**config.mk**
```make
export PLATFORM = sky130hd
export DESIGN_NAME = record_fifo_with_scan_queries_top_flat
export DESIGN_NICKNAME = d
export VERILOG_FILES = /design/src/rtl/rfsq_pkg.sv /design/src/rtl/rfsq_if.sv /design/src/rtl/record_fifo_with_scan_queries_top.sv /design/src/flat_wrapper.sv
export SDC_FILE = /design/constraint.sdc
export NUM_CORES = 2
export LEC_CHECK = 0
export ABC_CLOCK_PERIOD_IN_PS = 7700
export BUFFER_PORTS_ARGS = -buffer_cell sky130_fd_sc_hd__buf_2
export CORE_UTILIZATION = 45
export CTS_BUF_LIST = sky130_fd_sc_hd__clkbuf_4 sky130_fd_sc_hd__clkbuf_8
export CTS_CLUSTER_DIAMETER = 200
export DETAILED_ROUTE_END_ITERATION = 12
export MAX_ROUTING_LAYER = met4
export PLACE_DENSITY = 0.57
export SYNTH_ARGS = -nofsm -noshare
export SYNTH_HDL_FRONTEND = slang
export SYNTH_SLANG_ARGS = --single-unit
```
**constraint.sdc**
```tcl
create_clock -name i_clk -period 7.7 [get_ports i_clk]
set_input_delay 0.77 -clock i_clk [delete_from_list [all_inputs] [get_ports i_clk]]
set_output_delay 0.77 -clock i_clk [all_outputs]
set_load 0.1 [all_outputs]
```
**src/rtl/rfsq_pkg.sv**
```systemverilog
`timescale 1ns / 1ps
// ----------------------------------------------------------------------------
// rfsq_pkg
// Shared sizes, operation and status codes, record type and index helper
// for the record queue with scan queries.
// ----------------------------------------------------------------------------
package rfsq_pkg;

    // Queue depth and the widths that follow from it.
    localparam int DEPTH = 64;
    localparam int AW    = $clog2(DEPTH);
    localparam int CW    = $clog2(DEPTH + 1);
    // The price sum holds DEPTH prices of 32 bits without overflow.
    localparam int SUMW  = CW + 32;
    localparam int DCW   = $clog2(SUMW + 1);

    // Operation codes.
    localparam logic [2:0] OP_ENQ  = 3'd0;
    localparam logic [2:0] OP_DEQ  = 3'd1;
    localparam logic [2:0] OP_FIND = 3'd2;
    localparam logic [2:0] OP_MAX  = 3'd3;
    localparam logic [2:0] OP_MEAN = 3'd4;

    // Status codes.
    localparam logic [1:0] ST_OK       = 2'd0;
    localparam logic [1:0] ST_EMPTY    = 2'd1;
    localparam logic [1:0] ST_FULL     = 2'd2;
    localparam logic [1:0] ST_NOTFOUND = 2'd3;

    // One stored record, 60 bits.
    typedef struct packed {
        logic [15:0] id;
        logic [3:0]  doors;
        logic [31:0] price;
        logic [7:0]  series;
    } t_rec;

    // One result item as held before it is sent.
    typedef struct packed {
        logic [1:0]  status;
        t_rec        rec;
        logic [31:0] mean;
    } t_result;

    // Advance a circular index, wrapping at the queue depth.
    function automatic logic [AW-1:0] next_slot(input logic [AW-1:0] i);
        return (i == AW'(DEPTH - 1)) ? '0 : i + AW'(1);
    endfunction

endpackage

```
**src/rtl/rfsq_if.sv**
```systemverilog
`timescale 1ns / 1ps
// ----------------------------------------------------------------------------
// rfsq_if
// Valid/ready channels for the request items and the result items.
// ----------------------------------------------------------------------------

// Request channel: one operation with its record fields.
interface rfsq_in_if;
    logic        valid;
    logic        ready;
    logic [2:0]  operation;
    logic [15:0] item_id;
    logic [3:0]  item_doors;
    logic [31:0] item_price;
    logic [7:0]  item_series;

    modport source (output valid, operation, item_id, item_doors, item_price,
                    item_series, input ready);
    modport sink   (input valid, operation, item_id, item_doors, item_price,
                    item_series, output ready);
endinterface

// Result channel: status, a returned record and the mean price.
interface rfsq_out_if;
    logic        valid;
    logic        ready;
    logic [1:0]  status;
    logic [15:0] out_id;
    logic [3:0]  out_doors;
    logic [31:0] out_price;
    logic [7:0]  out_series;
    logic [31:0] mean_price;

    modport source (output valid, status, out_id, out_doors, out_price,
                    out_series, mean_price, input ready);
    modport sink   (input valid, status, out_id, out_doors, out_price,
                    out_series, mean_price, output ready);
endinterface

```
**src/rtl/record_fifo_with_scan_queries_top.sv**
```systemverilog
`timescale 1ns / 1ps
// ----------------------------------------------------------------------------
// record_fifo_with_scan_queries_top
// Bounded record queue with find, max and mean queries over its contents.
// ----------------------------------------------------------------------------
// Usage:
//   Requests arrive on i_in (valid/ready), each with an operation code and
//   record fields. Every request gives exactly one result item on o_out.
//   The block takes one request at a time; i_in.ready is high only while the
//   sequencer is idle, and it may be high while an earlier result still
//   waits in the output register.
//   Enqueue and unknown codes go straight to the result; dequeue reads the
//   oldest record; find and max make one memory read per stored record.
//   Mean scans the same way, and the quotient comes from a restoring divider
//   that takes one bit a cycle through the same adder that sums prices.
//   Throughput is set by the single memory read port during scans and by
//   the shared adder/subtractor during the division.
//   If the receiver stalls, the result stays in the output register and the
//   next request may be accepted; its result waits until the register frees.
//   Reset (synchronous, active low) empties the queue; the record memory
//   itself is not cleared and needs no clearing pass.
// ----------------------------------------------------------------------------
module record_fifo_with_scan_queries_top (
    input  logic       i_clk,
    input  logic       i_rst_n,
    rfsq_in_if.sink    i_in,
    rfsq_out_if.source o_out
);

    localparam logic [1:0] S_IDLE = 2'd0;
    localparam logic [1:0] S_SCAN = 2'd1;
    localparam logic [1:0] S_DIV  = 2'd2;
    localparam logic [1:0] S_DONE = 2'd3;

    localparam int AW   = rfsq_pkg::AW;
    localparam int CW   = rfsq_pkg::CW;
    localparam int SUMW = rfsq_pkg::SUMW;
    localparam int DCW  = rfsq_pkg::DCW;

    // Record memory.
    rfsq_pkg::t_rec mem [rfsq_pkg::DEPTH];

    // Control registers.
    logic [1:0]        r_state, n_state;
    logic [AW-1:0]     r_rd_idx, n_rd_idx;
    logic [AW-1:0]     r_wr_idx, n_wr_idx;
    logic [CW-1:0]     r_fill, n_fill;
    logic              r_out_valid, n_out_valid;
    logic              r_issue, n_issue;

    // Working registers.
    logic [2:0]        r_op, n_op;
    logic [15:0]       r_key, n_key;
    logic [CW-1:0]     r_cnt, n_cnt;
    logic [CW-1:0]     r_limit, n_limit;
    logic [AW-1:0]     r_pos, n_pos;
    logic              r_first, n_first;
    logic              r_hit, n_hit;
    logic [SUMW-1:0]   r_sum, n_sum;
    logic [CW-1:0]     r_rem, n_rem;
    logic [DCW-1:0]    r_dcnt, n_dcnt;
    rfsq_pkg::t_rec    r_best, n_best;
    rfsq_pkg::t_result r_res, n_res;
    rfsq_pkg::t_result r_out, n_out;
    rfsq_pkg::t_rec    r_rd;

    logic              acc;
    logic              full;
    logic              mem_we;
    logic              rd_en;
    rfsq_pkg::t_rec    wr_rec;

    // Shared adder/subtractor.
    logic [SUMW-1:0]   alu_a, alu_b;
    logic              alu_sub;
    logic [SUMW:0]     alu_res;
    logic [CW:0]       div_t;
    logic              div_q;

    assign i_in.ready = (r_state == S_IDLE);
    assign acc        = i_in.valid && i_in.ready;
    assign full       = (r_fill == CW'(rfsq_pkg::DEPTH));

    assign wr_rec.id     = i_in.item_id;
    assign wr_rec.doors  = i_in.item_doors;
    assign wr_rec.price  = i_in.item_price;
    assign wr_rec.series = i_in.item_series;

    // Division step: bring the next dividend bit into the remainder.
    assign div_t = {r_rem, r_sum[SUMW-1]};
    assign div_q = !alu_res[SUMW];

    // Operand selection for the shared unit.
    always_comb begin
        if (r_state == S_DIV) begin
            alu_a   = SUMW'(div_t);
            alu_b   = SUMW'(r_limit);
            alu_sub = 1'b1;
        end else if (r_op == rfsq_pkg::OP_MAX) begin
            alu_a   = SUMW'(r_best.price);
            alu_b   = SUMW'(r_rd.price);
            alu_sub = 1'b1;
        end else begin
            alu_a   = r_sum;
            alu_b   = SUMW'(r_rd.price);
            alu_sub = 1'b0;
        end
        alu_res = alu_sub ? ({1'b0, alu_a} - {1'b0, alu_b})
                          : ({1'b0, alu_a} + {1'b0, alu_b});
    end

    // Sequencer.
    always_comb begin
        n_state     = r_state;
        n_rd_idx    = r_rd_idx;
        n_wr_idx    = r_wr_idx;
        n_fill      = r_fill;
        n_out_valid = r_out_valid && !o_out.ready;
        n_issue     = 1'b0;
        n_op        = r_op;
        n_key       = r_key;
        n_cnt       = r_cnt;
        n_limit     = r_limit;
        n_pos       = r_pos;
        n_first     = r_first;
        n_hit       = r_hit;
        n_sum       = r_sum;
        n_rem       = r_rem;
        n_dcnt      = r_dcnt;
        n_best      = r_best;
        n_res       = r_res;
        n_out       = r_out;
        mem_we      = 1'b0;
        rd_en       = 1'b0;

        unique case (r_state)
            S_IDLE: begin
                if (acc) begin
                    n_op    = i_in.operation;
                    n_key   = i_in.item_id;
                    n_first = 1'b1;
                    n_hit   = 1'b0;
                    n_cnt   = '0;
                    n_pos   = r_rd_idx;
                    n_sum   = '0;
                    n_limit = (i_in.operation == rfsq_pkg::OP_DEQ) ? CW'(1) : r_fill;
                    n_res   = '0;
                    n_state = S_DONE;
                    unique case (i_in.operation)
                        rfsq_pkg::OP_ENQ: begin
                            if (full) begin
                                n_res.status = rfsq_pkg::ST_FULL;
                            end else begin
                                mem_we   = 1'b1;
                                n_wr_idx = rfsq_pkg::next_slot(r_wr_idx);
                                n_fill   = r_fill + CW'(1);
                            end
                        end
                        rfsq_pkg::OP_DEQ, rfsq_pkg::OP_MAX, rfsq_pkg::OP_MEAN: begin
                            if (r_fill == '0) begin
                                n_res.status = rfsq_pkg::ST_EMPTY;
                            end else begin
                                n_state = S_SCAN;
                            end
                        end
                        rfsq_pkg::OP_FIND: begin
                            if (r_fill == '0) begin
                                n_res.status = rfsq_pkg::ST_NOTFOUND;
                            end else begin
                                n_state = S_SCAN;
                            end
                        end
                        default: begin
                            // Unknown codes: plain OK result, state untouched.
                        end
                    endcase
                end
            end

            S_SCAN: begin
                // Issue one read per cycle until the limit is reached.
                if (r_cnt != r_limit) begin
                    rd_en   = 1'b1;
                    n_issue = 1'b1;
                    n_pos   = rfsq_pkg::next_slot(r_pos);
                    n_cnt   = r_cnt + CW'(1);
                end
                // Consume the record read in the previous cycle.
                if (r_issue) begin
                    n_first = 1'b0;
                    unique case (r_op)
                        rfsq_pkg::OP_FIND: begin
                            if (r_rd.id == r_key) begin
                                n_hit  = 1'b1;
                                n_best = r_rd;
                            end
                        end
                        rfsq_pkg::OP_MAX: begin
                            // Strictly higher price replaces, so the oldest wins ties.
                            if (r_first || alu_res[SUMW]) begin
                                n_best = r_rd;
                            end
                        end
                        rfsq_pkg::OP_MEAN: begin
                            n_sum = alu_res[SUMW-1:0];
                        end
                        default: begin
                            n_best = r_rd;
                        end
                    endcase
                end
                // All reads issued and consumed: form the result.
                if (r_cnt == r_limit && !r_issue) begin
                    n_state = S_DONE;
                    unique case (r_op)
                        rfsq_pkg::OP_DEQ: begin
                            n_res.rec = r_best;
                            n_rd_idx  = rfsq_pkg::next_slot(r_rd_idx);
                            n_fill    = r_fill - CW'(1);
                        end
                        rfsq_pkg::OP_FIND: begin
                            if (r_hit) begin
                                n_res.rec = r_best;
                            end else begin
                                n_res.status = rfsq_pkg::ST_NOTFOUND;
                            end
                        end
                        rfsq_pkg::OP_MAX: begin
                            n_res.rec = r_best;
                        end
                        default: begin
                            n_state = S_DIV;
                            n_rem   = '0;
                            n_dcnt  = '0;
                        end
                    endcase
                end
            end

            S_DIV: begin
                // One quotient bit per cycle; quotient bits shift into the sum.
                n_sum  = {r_sum[SUMW-2:0], div_q};
                n_rem  = div_q ? alu_res[CW-1:0] : div_t[CW-1:0];
                n_dcnt = r_dcnt + DCW'(1);
                if (r_dcnt == DCW'(SUMW - 1)) begin
                    n_res.mean = n_sum[31:0];
                    n_state    = S_DONE;
                end
            end

            S_DONE: begin
                // Move the result out once the output register is free.
                if (!r_out_valid || o_out.ready) begin
                    n_out       = r_res;
                    n_out_valid = 1'b1;
                    n_state     = S_IDLE;
                end
            end

            default: begin
                n_state = S_IDLE;
            end
        endcase
    end

    // Register update.
    always_ff @(posedge i_clk) begin
        if (!i_rst_n) begin
            r_state     <= S_IDLE;
            r_rd_idx    <= '0;
            r_wr_idx    <= '0;
            r_fill      <= '0;
            r_out_valid <= 1'b0;
            r_issue     <= 1'b0;
        end else begin
            r_state     <= n_state;
            r_rd_idx    <= n_rd_idx;
            r_wr_idx    <= n_wr_idx;
            r_fill      <= n_fill;
            r_out_valid <= n_out_valid;
            r_issue     <= n_issue;
        end
        r_op    <= n_op;
        r_key   <= n_key;
        r_cnt   <= n_cnt;
        r_limit <= n_limit;
        r_pos   <= n_pos;
        r_first <= n_first;
        r_hit   <= n_hit;
        r_sum   <= n_sum;
        r_rem   <= n_rem;
        r_dcnt  <= n_dcnt;
        r_best  <= n_best;
        r_res   <= n_res;
        r_out   <= n_out;
    end

    // Memory write port.
    always_ff @(posedge i_clk) begin
        if (mem_we) begin
            mem[r_wr_idx] <= wr_rec;
        end
    end

    // Memory read port with registered data.
    always_ff @(posedge i_clk) begin
        if (rd_en) begin
            r_rd <= mem[r_pos];
        end
    end

    // Output channel.
    assign o_out.valid      = r_out_valid;
    assign o_out.status     = r_out.status;
    assign o_out.out_id     = r_out.rec.id;
    assign o_out.out_doors  = r_out.rec.doors;
    assign o_out.out_price  = r_out.rec.price;
    assign o_out.out_series = r_out.rec.series;
    assign o_out.mean_price = r_out.mean;

    // Checks.
    a_fill_bound: assert property (@(posedge i_clk) disable iff (!i_rst_n)
        r_fill <= CW'(rfsq_pkg::DEPTH))
        else $error("fill count exceeds depth");

    a_idx_align: assert property (@(posedge i_clk) disable iff (!i_rst_n)
        (r_fill == '0 || r_fill == CW'(rfsq_pkg::DEPTH)) |-> (r_rd_idx == r_wr_idx))
        else $error("read and write indices disagree with fill count");

    a_enq_fill: assert property (@(posedge i_clk) disable iff (!i_rst_n)
        (acc && i_in.operation == rfsq_pkg::OP_ENQ && !full)
        |=> (r_fill == CW'($past(r_fill) + CW'(1))))
        else $error("enqueue did not grow the queue");

    a_div_rem: assert property (@(posedge i_clk) disable iff (!i_rst_n)
        (r_state == S_DIV) |-> (r_rem < r_limit))
        else $error("divider remainder not below divisor");

endmodule

```
**src/flat_wrapper.sv**
```systemverilog
// flat-port wrapper written by rule: the top's interface ports become plain ports
module record_fifo_with_scan_queries_top_flat 
  (i_clk, i_rst_n, i_in_valid, i_in_operation, i_in_item_id, i_in_item_doors, i_in_item_price, i_in_item_series, i_in_ready, o_out_valid, o_out_status, o_out_out_id, o_out_out_doors, o_out_out_price, o_out_out_series, o_out_mean_price, o_out_ready);
  rfsq_in_if i_in_i ();
  rfsq_out_if o_out_i ();
  input  logic i_clk;
  input  logic i_rst_n;
  input wire logic [$bits(i_in_i.valid)-1:0] i_in_valid;
  input wire logic [$bits(i_in_i.operation)-1:0] i_in_operation;
  input wire logic [$bits(i_in_i.item_id)-1:0] i_in_item_id;
  input wire logic [$bits(i_in_i.item_doors)-1:0] i_in_item_doors;
  input wire logic [$bits(i_in_i.item_price)-1:0] i_in_item_price;
  input wire logic [$bits(i_in_i.item_series)-1:0] i_in_item_series;
  output wire logic [$bits(i_in_i.ready)-1:0] i_in_ready;
  output wire logic [$bits(o_out_i.valid)-1:0] o_out_valid;
  output wire logic [$bits(o_out_i.status)-1:0] o_out_status;
  output wire logic [$bits(o_out_i.out_id)-1:0] o_out_out_id;
  output wire logic [$bits(o_out_i.out_doors)-1:0] o_out_out_doors;
  output wire logic [$bits(o_out_i.out_price)-1:0] o_out_out_price;
  output wire logic [$bits(o_out_i.out_series)-1:0] o_out_out_series;
  output wire logic [$bits(o_out_i.mean_price)-1:0] o_out_mean_price;
  input wire logic [$bits(o_out_i.ready)-1:0] o_out_ready;
  assign i_in_i.valid = i_in_valid;
  assign i_in_i.operation = i_in_operation;
  assign i_in_i.item_id = i_in_item_id;
  assign i_in_i.item_doors = i_in_item_doors;
  assign i_in_i.item_price = i_in_item_price;
  assign i_in_i.item_series = i_in_item_series;
  assign i_in_ready = i_in_i.ready;
  assign o_out_valid = o_out_i.valid;
  assign o_out_status = o_out_i.status;
  assign o_out_out_id = o_out_i.out_id;
  assign o_out_out_doors = o_out_i.out_doors;
  assign o_out_out_price = o_out_i.out_price;
  assign o_out_out_series = o_out_i.out_series;
  assign o_out_mean_price = o_out_i.mean_price;
  assign o_out_i.ready = o_out_ready;
  record_fifo_with_scan_queries_top u_core (.i_clk(i_clk), .i_rst_n(i_rst_n), .i_in(i_in_i), .o_out(o_out_i));
endmodule
```
==> impl_metrics.env <==
export IMPL_critPathCaptureType="flip-flop"
export IMPL_p_leak_nw=58.3
export IMPL_initial_utilization_pct=45.3
export IMPL_swShare_pct=31.3
export IMPL_timing_fmax_mhz=165
export IMPL_avgSynthCellArea_sq_um=23.4
export IMPL_yosys_cell_types_count=74
export IMPL_startpoint_type="flip-flop"
export IMPL_grt_remaining_overflow=0
export IMPL_synth_top_area_share_pct=77.4
export IMPL_synth_seq_cells=4264
export IMPL_p_int_mw=45.1
export IMPL_cts_root_buffer="clkbuf_8"
export IMPL_yosysSeqAreaShare_pct=77.6
export IMPL_finalCoreUtilization_pct=51.3
export IMPL_reg2reg_from="u_core.r_state[0]"
export IMPL_drc=0
export IMPL_power_frac_clock_pct=29.2
export IMPL_cts_resized=0
export IMPL_p_per_area_mw_per_mm2=353
export IMPL_r2r_end="u_core.r_best[22]"
export IMPL_worstHoldEndpoint="u_core.mem[23][56]"
export IMPL_synth_most_common_cell="edfxtp_1"
export IMPL_worstMarginPinSlew_ns=1.26
export IMPL_slew_violations=0
export IMPL_power_frac_comb_pct=29.4
export IMPL_ir_drop_mv=0.255
export IMPL_min_period_ns=6.07
export IMPL_gp_routability_congestion=0.853
export IMPL_wire_per_inst_microns=34.5
export IMPL_finalNetCount=7876
export IMPL_ioPinCount=163
export IMPL_wl_microns=452000
export IMPL_final_antenna_net_count=0
export IMPL_r2r_cells=20
export IMPL_critPathArrivalTime_ns=6.97
export IMPL_synthArstFlopShare_pct=0
export IMPL_cts_tree="built"
export IMPL_port_buffers=162
export IMPL_finalSetupTns_ns=0
export IMPL_path_class="reg -> reg"
export IMPL_synth_fp_nets=7162
export IMPL_syn_instance_count=7038
export IMPL_antenna_found_initial=41
export IMPL_run_status="finished, final reports clean"
export IMPL_required_ns=8.60
export IMPL_crit_fanout=40
export IMPL_rsz0062_at_grt="no"
export IMPL_r2r_slack_ns=1.63
export IMPL_grt_pass1_vias=80400
export IMPL_drt_first_pass_iters=5
export IMPL_fin_ws_ns=1.63
export IMPL_final_setup_viol_count=0
export IMPL_vias_per_cell=6.04
export IMPL_place_hpwl_microns=247000
export IMPL_relSlewSlack_pct=15.2
export IMPL_pre_cts_slack_ns=1.53
export IMPL_grt_max_degree=120
export IMPL_die_x_microns=607
export IMPL_syn_area_sq_mm=0.165
export IMPL_vias=79300
export IMPL_grt_pass1_wl_microns=629000
export IMPL_cts_sinks=4264
export IMPL_fillerInstances=28600
export IMPL_period_share_pct=78.8
export IMPL_clk_path_buf_depth=4
export IMPL_hold_viol=0
export IMPL_area_growth_pct=13.3
export IMPL_core_area_sq_mm=0.363
export IMPL_hold_depth=2
export IMPL_drtIter0Drc=9109
export IMPL_min_from="i_in_item_id[12]"
export IMPL_numCtsBuffers=690
export IMPL_p_switching_mw=20.6
export IMPL_dieArea_sq_mm=0.368
export IMPL_htreeDepth=6
export IMPL_worst_hold_slack_ns=0.237
export IMPL_post_dp_cell_area_sq_mm=0.173
export IMPL_ys_warn_count=0
export IMPL_synth_area_top_cells="edfxtp_1 (77%), mux4_2 (17%), clkbuf_1 (0.45%)"
export IMPL_dieHeight_microns=607
export IMPL_synth_top_area_cell="edfxtp_1"
export IMPL_seqPwrFrac_pct=41.5
export IMPL_grt_usage_pct=25.2
export IMPL_synth_flop_cell="edfxtp_1"
export IMPL_finalClockSkew_ns=0.113
export IMPL_layout_drive_gt1_share_pct=33.9
export IMPL_worstSkewPairLatency_ns=1.27
export IMPL_fin_area_sq_mm=0.186
export IMPL_rows=221
export IMPL_synthTopCellsByCount="edfxtp_1 (4,241), mux4_2 (1,239), clkbuf_1 (197)"
export IMPL_clkSlewWorstSetupHoldPaths_ns=0.06
export IMPL_synth_edff_count=4241
export IMPL_drv_cap=0
export IMPL_hold_class="in -> reg"
==> kinds of logic (layout without fill, tap and decap cells) <==
family / count (synthesis) / count (layout) / synth area share (%)
muxes: 1308 / 1308 / 17.4
DFF: 4264 / 4264 / 77.6
xor gates and xnor gates: 102 / 102 / 0.543
buffers and inverters: 389 / 1664 / 0.981
adders and majority gates: 57 / 57 / 0.442
other: 0 / 21 / 0
AOI/OAI and AO/OA: 312 / 312 / 1.19
and+or+nand+nor: 606 / 606 / 1.82
==> cells in the final DEF, fill, tap and decap left out, types with 12 or more instances in the layout <==
cell type / netlist / routed
o21ai_1: 32 / 29
xnor2_1: 58 / 58
and2_1: 109 / 108
clkbuf_4: 0 / 263
clkbuf_8: 0 / 702
edfxtp_1: 4241 / 4241
nand2_1: 193 / 193
nor3_1: 12 / 12
mux2_2: 25 / 25
buf_2: 118 / 162
xor2_1: 44 / 44
mux2i_1: 44 / 44
and3_1: 15 / 14
clkinv_2: 0 / 54
buf_4: 0 / 149
nor2b_1: 37 / 36
mux4_2: 1239 / 1239
nor2_4: 0 / 65
nand4_1: 15 / 15
nor2_1: 131 / 65
a21oi_1: 99 / 98
clkinv_1: 0 / 171
dfxtp_1: 23 / 23
nand2b_1: 16 / 16
ha_1: 55 / 53
o21ai_0: 53 / 53
clkinvlp_4: 0 / 14
inv_8: 0 / 12
buf_12: 0 / 65
o21a_1: 12 / 12
diode_2: 0 / 21
nand3_1: 24 / 24
a21o_1: 32 / 32
inv_1: 28 / 28
==> power by group through the flow <==
| stage | clock network (mW) | registers [mW] | logic (mW) |
|---|---|---|---|
| after floorplan | 0 | 27.8 | 12.6 |
| after CTS | 19.6 | 27.3 | 19.5 |
| final | 19.2 | 27.3 | 19.3 |
| after global routing | 20.5 | 27.3 | 20.4 |
| after global placement | 0 | 27.7 | 19.4 |
| after detailed placement | 0 | 27.7 | 19.5 |
==> state kept, by name (all words and copies together) (netlist names), 2 cells and up <==
name                     count
u_core.o_out.out_id         16
u_core.r_cnt                 7
u_core.mem                3840
u_core.r_key                16
u_core.r_fill                7
u_core.r_rem                 7
u_core.r_limit               7
u_core.o_out.out_doors       4
u_core.r_res                94
u_core.o_out.out_series      8
u_core.r_rd_idx              6
u_core.r_pos                 6
u_core.r_dcnt                6
u_core.o_out.out_price      32
u_core.r_state               2
u_core.r_wr_idx              6
u_core.o_out.status          2
u_core.o_out.mean_price     32
u_core.r_rd                 60
u_core.r_sum                39
u_core.r_best               60
u_core.r_op                  3
==> timing repair <==
item / 4_1_cts / 5_1_grt
endpoints found under the setup margin: 0 / 0
setup buffers: 0 / 0
hold buffers: 6 / 0
hold endpoints to repair: 18 / 0
==> final cells by class <==
| cell class | count | area (sq um) | area share [%] |
|---|---|---|---|
| Tap cell | 4794 | 6000 | 3.22 |
| Timing Repair Buffer | 382 | 3290 | 1.76 |
| Clock inverter | 288 | 1810 | 0.973 |
| Multi-Input combinational cell | 2385 | 35800 | 19.2 |
| Inverter | 29 | 109 | 0.0584 |
| Antenna cell | 21 | 52.6 | 0.0282 |
| Clock buffer | 965 | 11600 | 6.24 |
| Sequential cell | 4264 | 128000 | 68.5 |
==> worst max-delay path, cell delays in order (launching register included) <==
cell and delay (ns):
dfxtp_1 0.37, inv_1 0.18, ha_4 0.26, nor3b_1 0.61, a41oi_1 0.11, or3_1 0.51
o21bai_1 0.30, o31ai_1 0.30, xnor2_1 0.15, nand2_1 0.11, ha_1 0.43, inv_1 0.14
o21bai_1 0.10, a21oi_1 0.19, o2bb2ai_1 0.08, a211oi_1 0.38, a21oi_1 0.24, a221oi_2 0.29
buf_4 0.25, o31a_2 0.38, buf_12 0.28
==> per-layer routing <==
layer,track usage [%],part of all wire (%),vias up
met3,3.77,6.9,580
li1,-,-,31600
met2,40.0,49,3312
met5,-,0,-
met4,5.22,1.9,0
met1,35.1,42,43800
==> worst max path at each step <==
stage | end | start
after CTS | u_core.r_best[52] | u_core.r_state[0]
final | u_core.r_best[22] | u_core.r_state[0]
after global routing | u_core.r_best[18] | u_core.r_state[0]
after global placement | u_core.r_best[0] | u_core.r_state[0]
after floorplan | u_core.r_best[0] | u_core.r_state[0]
after detailed placement | u_core.r_best[3] | u_core.r_state[0]
==> through the flow <==
step / cells / power (mW)
floorplan: 7038 / 40.4
global placement: 11800 / 47.2
detailed placement: 11800 / 47.2
CTS: 13100 / 66.4
global route: 13100 / 68.2
finish: 13100 / 65.7
Power figures use the tool's default switching activity.
